[src/rtl/grg_pkg.sv]
// Package for the Givens rotation generator: cell payload types and constants.
// Used by the square-root cells, the divider cells and the top level.
`timescale 1ns / 1ps
package grg_pkg;
	localparam int SQRT_STEPS = 32;
	localparam int DIV_STEPS = 31;
	localparam logic [31:0] ONE_Q30 = 32'h4000_0000;

	typedef struct packed {
		logic [34:0] rem;
		logic [31:0] root;
		logic [63:0] rad;
	} sqrt_t;

	typedef struct packed {
		logic [31:0] divisor;
		logic [32:0] rem_c;
		logic [32:0] rem_s;
		logic [30:0] q_c;
		logic [30:0] q_s;
	} div_t;

	function automatic logic [31:0] mag32(input logic [31:0] v);
		logic [31:0] m;
		m = v[31] ? (~v + 32'd1) : v;
		return m;
	endfunction
endpackage

[src/rtl/grg_sqrt_cell.sv]
// One registered cell of the digit-by-digit integer square root.
// Depends on grg_pkg for the cell payload type.
`timescale 1ns / 1ps
module grg_sqrt_cell (
	input  logic           clk,
	input  grg_pkg::sqrt_t d,
	output grg_pkg::sqrt_t q
);
	logic [34:0] cur;
	logic [34:0] trial;
	logic        ge;

	assign cur   = {d.rem[32:0], d.rad[63:62]};
	assign trial = {1'b0, d.root, 2'b01};
	assign ge    = cur >= trial;

	always_ff @(posedge clk) begin
		q.rem  <= ge ? cur - trial : cur;
		q.root <= {d.root[30:0], ge};
		q.rad  <= {d.rad[61:0], 2'b00};
	end
endmodule

[config.mk]
export PLATFORM = sky130hd
export DESIGN_NAME = grg_sqrt_cell
export DESIGN_NICKNAME = d
export VERILOG_FILES = /design/src/rtl/grg_pkg.sv /design/src/rtl/grg_sqrt_cell.sv
export SDC_FILE = /design/constraint.sdc
export NUM_CORES = 1
export LEC_CHECK = 0
export BUFFER_PORTS_ARGS = -buffer_cell sky130_fd_sc_hd__buf_2
export CAP_MARGIN = 20
export CORE_MARGIN = 1.5
export CORE_UTILIZATION = 35
export DETAILED_ROUTE_END_ITERATION = 10
export GPL_TIMING_DRIVEN = 0
export HOLD_SLACK_MARGIN = 0.05
export PLACE_DENSITY = 0.67
export SETUP_SLACK_MARGIN = 0.05
export SLEW_MARGIN = 40
export SYNTH_ARGS = -nofsm -noshare
export SYNTH_HDL_FRONTEND = slang
export SYNTH_SLANG_ARGS = --single-unit
[constraint.sdc]
create_clock -name clk -period 2.2 [get_ports clk]
set_input_delay 0.11 -clock clk [delete_from_list [all_inputs] [get_ports clk]]
set_output_delay 0.11 -clock clk [all_outputs]
set_load 0.01 [all_outputs]
==> impl_results.md <==
* Gp weighted congestion at 0.851
* Crit. End Element: register
* Min Tclk post-route at 2130 ps
* CTS max path bufs at 2
* Sw Share at 0.282
* Initial core utilization at 0.360
* Status: completed
* Core area at 0.0140 mm^2
* Comb pwr share at 0.234
* Unique masters post-synth at 60
* First-pass DRT Iterations at 5
* Clock slew at reported path FFs at 60 ps
* Leading registers by flop count: q: 129 flops
* Inst Count DP at 938
* Post-route cell area at 0.00885 mm^2
* Clock group share of total power at 0.398
* Crit path launch: d[64]
* Number of synthesized flops with an enable pin at 0
* Seq/Total Area, Yosys at 0.513
* Share of power burned in registers at 0.368
* Total gr overflow at 0
* Hold Path Cell Cnt at 4
* Die ar. at around 0.015 mm^2
* CP startpoint kind: input pin
* Clk sinks at 129
* Top-count cell post-synth: dfxtp_1
* Cts bufs inserted at 17
* Async set-reset flop share out of synthesis at 0
* Total Nets Final at 1083
* Area of the multi-input gates at 0.00243 mm^2
* Power per cell area at slightly above 800 mW/mm^2
* Hold wc startpoint: d[62]
* Ys flop type: dfxtp_1
* CP arrival at 2430 ps
* Total negative slack at 0 ps
* Port buffer count at 258
* Setup CP Type: in -> reg
* Area grow syn2layout at 75.7%
* Count of final max-slew check failures at 0
* H-tree level count at 4
* Seq cells post-synth at 129
* FF/Latch Area at 0.00258 mm^2
* Placed inst area at 0.00656 mm^2
* Critical Path Fanout Max at 6
* Fill count at 1132
* Largest Register: q
* Initial antenna violation count at 1
* DRC violations left at 0
* WHS at slightly below 100 ps
* Maximum achievable frequency at 469 MHz
* Share of the synthesized area in the top cell type at 0.513
* Fin crit share at 0.969
* Leakage Power at 4.27 nW
* Post-DP HPWL at 11.9 mm
* Max reg flops at 129
* Maximum vdd ir drop at 0.510 mV
* Fin cells at 1111
* CTS tree: built
* Synth area leaders: dfxtp_1 51%, ha_1 8.4%, a21oi_1 4.6%
* Post-Syn Area at around 0.005 mm^2
* Die height at 123 um
* Layout cells sized above 1 at 0.392
* P_sw at 0.00201 W
* Via-to-Cell Ratio at around 4.7
* Vias at 5241
* Final hold vios at 0
* HP Class: in -> reg
* Initial DRC Count at 278
* Core Rows at 43
* Vias in the first global route at around 5200
* Req. time, crit path at 2500 ps
* Yosys warning total at 0
* # Max-Cap Violations at 0
* RSZ-0062 raised after global routing: yes
* List of most frequent post-synthesis cells: 129 x dfxtp_1, 46 x a21oi_1, 46 x inv_1
* Largest net degree at the start of global routing at 17
* Final WL at 18.7 mm
* P_int at slightly above 0.005 W
* Die X at between 100 and 150 um
* CTS root buf: clkbuf_16
* Cell taking the most area after synthesis: dfxtp_1
* WL/cell at 16.8 um
* DRT antenna net count at 0
* Hold Path End: q[97]
* Syn Inst Count at between 400 and 500
* First-pass GRT wire length at 26.6 mm
* Gr usage total at 0.235
* Final setup vio count at 0
* I/O pin count at 263
* Mean Syn Cell Area at 10.1 um^2
==> worst max path at each step <==
stage	depth (start not counted)	slack (ps)	endpoint
after global placement	12	-480	q[118]
after floorplan	11	30	q[110]
after CTS	12	50	q[118]
after global routing	14	-60	q[130]
final	14	70	q[130]
after detailed placement	14	-520	q[106]
==> repair_timing <==
action | 4_1_cts | 5_1_grt
pin swaps | 4 | 13
hold endpoints to repair | 128 | 0
buffers inserted | 4 | 6
hold buffers | 128 | 0
setup endpoints to repair | 30 | 35
cloned | 1 | 1
resized for setup | 26 | 44
==> metal layers <==
metal  share of wire  GRT usage  wire [um]
met3           0.071     0.0692       1330
met2            0.51      0.427       9490
met1            0.39      0.249       7220
met4           0.036      0.106        682
met5               0          0          0
==> cells by family after synthesis <==
group	share of synthesized area
compound gates	0.161
xor+xnor	0.0539
fa+ha+maj	0.0845
buf+inv	0.0519
flops	0.513
mux	0.0313
other cells	0.000745
simple gates	0.104
==> worst max-delay path: stages <==
cell and delay, ps:
buf_8 70, inv_4 30, ha_4 250, o21a_1 140
o211ai_1 150, a311o_1 460, a211oi_4 330, o31ai_4 120
o21ai_2 140, buf_6 150, buf_12 130, buf_8 110
o211ai_1 100, xnor2_1 140
==> power groups by stage <==
| stage | Sequential (W) | Combinational (W) | Clock, W |
|---|---|---|---|
| CTS | 0.00262 | 0.00154 | 0.00287 |
| global route | 0.00265 | 0.00181 | 0.00300 |
| detailed placement | 0.00267 | 0.00130 | 0 |
| floorplan | 0.00280 | 0.000648 | 0 |
| finish | 0.00263 | 0.00167 | 0.00284 |
| global placement | 0.00266 | 0.00130 | 0 |
==> through the flow <==
step | total power, W | util | worst slack (ps)
6_report | 0.00714 | 0.632 | 68.8
5_1_grt | 0.00746 | 0.632 | -59.4
4_1_cts | 0.00703 | 0.614 | 51.2
3_5_place_dp | 0.00397 | 0.469 | -515
3_3_place_gp | 0.00396 | 0.469 | -481
2_1_floorplan | 0.00345 | - | 29.3
==> final cells by class <==
| type | instances | share of cell area |
|---|---|---|
| tap | 180 | 0.0255 |
| timing repair buffer | 398 | 0.307 |
| sequential | 129 | 0.292 |
| antenna | 1 | 0.000283 |
| inverter | 46 | 0.0198 |
| multi-input combinational | 312 | 0.275 |
| clock buffer | 19 | 0.0501 |
| buffer | 13 | 0.0141 |
| clock inverter | 13 | 0.0168 |
==> placed cells by master, fill, tap and decap left out, types with 4 or more instances in the layout <==
cell type      synthesis  layout
dlygate4sd3_1          0     128
inv_1                 46      45
buf_4                  5      12
nor3_1                10       9
inv_6                  0       4
ha_1                  34      21
o21ai_0               20      17
xnor2_1               21      21
buf_8                  0       4
ha_2                   0       5
clkbuf_16              0      18
xor2_1                10      10
o211ai_1               5       5
nor2b_1                4       4
ha_4                   0       8
a21oi_2                4       6
dfxtp_1              129     129
nor2_1                45      44
nand4_1                9       9
buf_2                  4     258
mux2_4                 1      10
nand2_1               20      20
a21o_1                 8       8
a21oi_1               46      42
and3_1                 5       5
(Power assumes the default switching activity.)
