## src/rtl/grg_pkg.sv

```systemverilog
// Package for the Givens rotation generator: cell payload types and constants.
// Used by the square-root cells, the divider cells and the top level.
`timescale 1ns / 1ps
package grg_pkg;
	localparam int SQRT_STEPS = 32;
	localparam int DIV_STEPS = 31;
	localparam logic [31:0] ONE_Q30 = 32'h4000_0000;

	typedef struct packed {
		logic [34:0] rem;
		logic [31:0] root;
		logic [63:0] rad;
	} sqrt_t;

	typedef struct packed {
		logic [31:0] divisor;
		logic [32:0] rem_c;
		logic [32:0] rem_s;
		logic [30:0] q_c;
		logic [30:0] q_s;
	} div_t;

	function automatic logic [31:0] mag32(input logic [31:0] v);
		logic [31:0] m;
		m = v[31] ? (~v + 32'd1) : v;
		return m;
	endfunction
endpackage

```

## src/rtl/grg_div_cell.sv

```systemverilog
// One registered cell of the restoring dividers for cosine and sine.
// Depends on grg_pkg for the cell payload type.
`timescale 1ns / 1ps
module grg_div_cell (
	input  logic          clk,
	input  grg_pkg::div_t d,
	output grg_pkg::div_t q
);
	logic [32:0] dvs;
	logic        ge_c;
	logic        ge_s;
	logic [32:0] nc;
	logic [32:0] ns;

	assign dvs  = {1'b0, d.divisor};
	assign ge_c = d.rem_c >= dvs;
	assign ge_s = d.rem_s >= dvs;
	assign nc   = ge_c ? d.rem_c - dvs : d.rem_c;
	assign ns   = ge_s ? d.rem_s - dvs : d.rem_s;

	always_ff @(posedge clk) begin
		q.divisor <= d.divisor;
		q.rem_c   <= {nc[31:0], 1'b0};
		q.rem_s   <= {ns[31:0], 1'b0};
		q.q_c     <= {d.q_c[29:0], ge_c};
		q.q_s     <= {d.q_s[29:0], ge_s};
	end
endmodule

```

## config.mk

```make
export PLATFORM = sky130hd
export DESIGN_NAME = grg_div_cell
export DESIGN_NICKNAME = d
export VERILOG_FILES = /design/src/rtl/grg_pkg.sv /design/src/rtl/grg_div_cell.sv
export SDC_FILE = /design/constraint.sdc
export NUM_CORES = 1
export LEC_CHECK = 0
export BUFFER_PORTS_ARGS = -buffer_cell sky130_fd_sc_hd__buf_2
export CAP_MARGIN = 30
export CORE_MARGIN = 5
export CORE_UTILIZATION = 40
export CTS_CLUSTER_SIZE = 30
export DETAILED_ROUTE_END_ITERATION = 8
export HOLD_SLACK_MARGIN = 0.1
export PLACE_DENSITY = 0.67
export SETUP_SLACK_MARGIN = 0.5
export SKIP_CTS_REPAIR_TIMING = 1
export SYNTH_ARGS = -nofsm -noshare
export SYNTH_HDL_FRONTEND = slang
export SYNTH_SLANG_ARGS = --single-unit
```

## constraint.sdc

```tcl
create_clock -name clk -period 3.9 [get_ports clk]
set_clock_uncertainty 0.15 [all_clocks]
set_input_delay 0.975 -clock clk [delete_from_list [all_inputs] [get_ports clk]]
set_output_delay 0.975 -clock clk [all_outputs]
set_load 0.03 [all_outputs]
```

==> run_results.csv <==
group,metric,value,unit
final_layout,sequential_cell_area,0.00316,sq mm
timing,finalHoldViolations,0,
routing,drc,0,
critical_path,worstPathArrival,3.55,ns
yosys,synth-main-ff-cell,"dfxtp_1",
global_routing,grt_antenna_before_repair,2,
power,cellLeakagePower,5.27,nW
power,p_comb_share,31.4,%
critical_path,timing_worst_setup_path_type,"in2reg",
placement,io_buffers,316,
yosys,synth.distinct_cells,69,
power,power_switching_share,34.5,%
clock_network,cts.path.max_buffers,2,
placement,place.detailed.hpwl,20.5,mm
floorplan,floorplan.die_area,0.0226,sq mm
routing,detailedRoute.firstIterationViolations,421,
final_layout,largest_register_ffs,158,
timing,finalSetupViolations,0,
clock_network,cts_htree_levels,4,
yosys,post-synth-top-area-fraction,40.2,%
status,result_of_the_run,"finished, final reports clean",
timing,grt_setup_unrepaired,"yes",
floorplan,core,0.0194,sq mm
worst_hold_path,whs_endpoint,"q[10]",
yosys,synth.area.top_cells,"dfxtp_1, ha_1, mux2_4, a21oi_1, o21ai_0",
critical_path,worstSetupStartpointType,"input port",
yosys,yosys-top-cells-count,"dfxtp_1, nand2_1, ha_1",
placement,placedInstanceArea,0.00990,sq mm
floorplan,fp-row-count,51,
final_layout,multi_input_comb_area,0.00441,sq mm
final_layout,final_net_count,1406,
timing,fin_tns_setup,0,ns
global_routing,grt-ovfl-total,0,
timing,fin_hold_ws,0.502,ns
power,vdd_ir_drop_max,0.000279,V
timing,max_slew.worst_pin.slew,0.466,ns
global_routing,number_of_global_route_vias_before_repair,6984,
floorplan,floorplan.die.width,150,microns
yosys,seq_total_area_yosys,40.2,%
final_layout,post_route_cells_drive_above_1_share,36.5,%
clock_network,tritoncts.num_buffers,17,
yosys,synthCells,837,
final_layout,registers.top_by_ff_count,"q",
routing,detail_route.wirelength.met1,9.67,mm
final_layout,reg.largest.list,"q: 158 flops",
global_routing,grt_first_pass_wirelength,36.3,mm
power,clockPowerShare,32.9,%
routing,top_layer_used,"met5",
yosys,yosys_warnings,0,
routing,per_cell_routed_wire_length,16.7,microns
timing,finalCritPeriodShare,87.1,%
floorplan,io-pin-count,321,
clock_network,cts_root_buf,"clkbuf_16",
power,power.sequential.fraction,35.8,%
timing,finalCriticalPeriod,3.40,ns
yosys,synth-edff-count,0,
placement,pre_cts_ws,0.0622,ns
yosys,ys_seq_elements,158,
routing,route.antenna.remaining_nets,0,
routing,met3WireLength,1.73,mm
routing,drt-total-wl,24.3,mm
yosys,yosys.cell_count.top_type,"dfxtp_1",
yosys,synth_largest_area_cell,"dfxtp_1",
power,design_power_total,0.00517,W
worst_hold_path,beginning_of_the_worst_hold_path,"d[9]",
final_layout,finish.instance_area,0.0106,sq mm
critical_path,worstPathMaxFanout,6,
timing,timing_max_transition_violations_final,0,
clock_network,clock_slew_at_reported_path_ffs,0.07,ns
final_layout,synthToLayoutAreaGrowth,34.2,%
clock_network,clock_sinks,158,
routing,wl_met2,12.3,mm
global_routing,total_routing_usage_gr,20.7,%
critical_path,crit_required,4.06,ns
run,max_cap_violations,0,
global_routing,pin_count_of_the_biggest_net_entering_global_routing,25,
routing,detail_route.vias_per_cell,4.94,
routing,vias,7202,
routing,drtPass1Iterations,5,
power,power.internal,0.00339,W
critical_path,worstSetupEndpointType,"register",
power,power_density_of_the_placed_cells,490,mW/mm^2
timing,layout_setup_ws,0.505,ns
timing,worst_slew_margin_rel,68.1,%
yosys,mean_area_per_synthesized_cell,9.40,sq um
floorplan,floorplan.die.height,150,microns
worst_hold_path,min_path_cells,1,
placement,gp_congestion,0.893,
yosys,async_flop_share,0,%
floorplan,initial_core_util,40.6,%
power,switching_power,0.00178,W
clock_network,cts_tree,"yes",
final_layout,fillers,1852,
worst_hold_path,holdCritPathClass,"in2reg",
timing,fmaxAchievable,295,MHz
yosys,synth.cell_area,0.00787,sq mm
-- through the flow --
| stage | utilization (%) | std cells |
|---|---|---|
| after global placement | 51.0 | 1425 |
| after global routing | 54.4 | 1456 |
| after CTS | 54.1 | 1456 |
| after detailed placement | 51.0 | 1425 |
| after floorplan | - | 838 |
| final | 54.4 | 1457 |
-- metal layers --
metal	vias to the layer above	track usage, %
met1	3233	24.1
met4	4	6.54
li1	3673	-
met5	-	0
met3	38	4.85
met2	254	37.7
-- power groups by stage --
stage	sequential, W	clock, W	combinational [W]
6_report	0.00185	0.00170	0.00162
2_1_floorplan	0.00229	0	0.000709
4_1_cts	0.00185	0.00174	0.00162
3_3_place_gp	0.00188	0	0.00160
5_1_grt	0.00187	0.00181	0.00175
3_5_place_dp	0.00189	0	0.00161
-- layout by cell type, fill, tap and decap left out, types with 4 or more instances in the layout --
cell type	Yosys	routed
a211oi_1	11	8
a21o_1	30	30
a21oi_1	58	57
a311oi_1	6	5
a31oi_1	8	7
and2_1	4	4
and3_1	8	8
buf_2	7	316
buf_4	2	30
clkbuf_16	0	17
dfxtp_1	158	158
ha_1	64	57
ha_2	0	5
inv_1	59	59
inv_6	0	5
mux2_4	26	26
mux2i_1	8	8
nand2_1	67	67
nand3_1	21	21
nand4_1	14	14
nor2_1	46	46
nor2b_1	13	12
nor3_1	16	16
o211ai_1	5	5
o21a_1	6	6
o21ai_0	54	51
o21ai_1	4	7
o21bai_1	7	7
o31ai_1	8	8
or3_1	5	5
xnor2_1	27	27
xor2_1	20	20
-- worst max path at each step --
stage                      start      to  slack, ns
after global placement    d[132]   q[94]       0.09
after detailed placement  d[132]   q[85]       0.06
after floorplan           d[134]  q[109]       0.52
final                     d[142]   q[90]       0.50
after CTS                 d[132]   q[85]       0.50
after global routing      d[142]   q[90]       0.45
-- critical path: stages --
cell and delay (ns):
buf_2 0.12, inv_1 0.13, ha_1 0.31, a21oi_1 0.21
o21ai_0 0.16, a2111oi_0 0.49, a31oi_1 0.26, a31oi_2 0.34
a21oi_1 0.13, xor2_1 0.16, mux2_4 0.26
-- cells by family after synthesis --
group	Yosys count	synth area share, %
buf+inv	86	4.93
simple gates	207	12.7
flops	158	40.2
mux	38	6.55
xor+xnor	47	5.23
fa+ha+maj	66	10.7
other cells	1	0.0477
compound gates	234	19.6
-- area by class of cell --
cell class	instances	area share (%)
flip-flops and latches	158	30.0
inverters	61	2.17
clock buffers	17	4.03
well taps	265	3.14
clock inverters	14	1.66
multi-input cells	594	41.7
repair buffers	347	17.3
diodes	1	0.0237
Note: power is estimated with default switching activity, not from simulation.
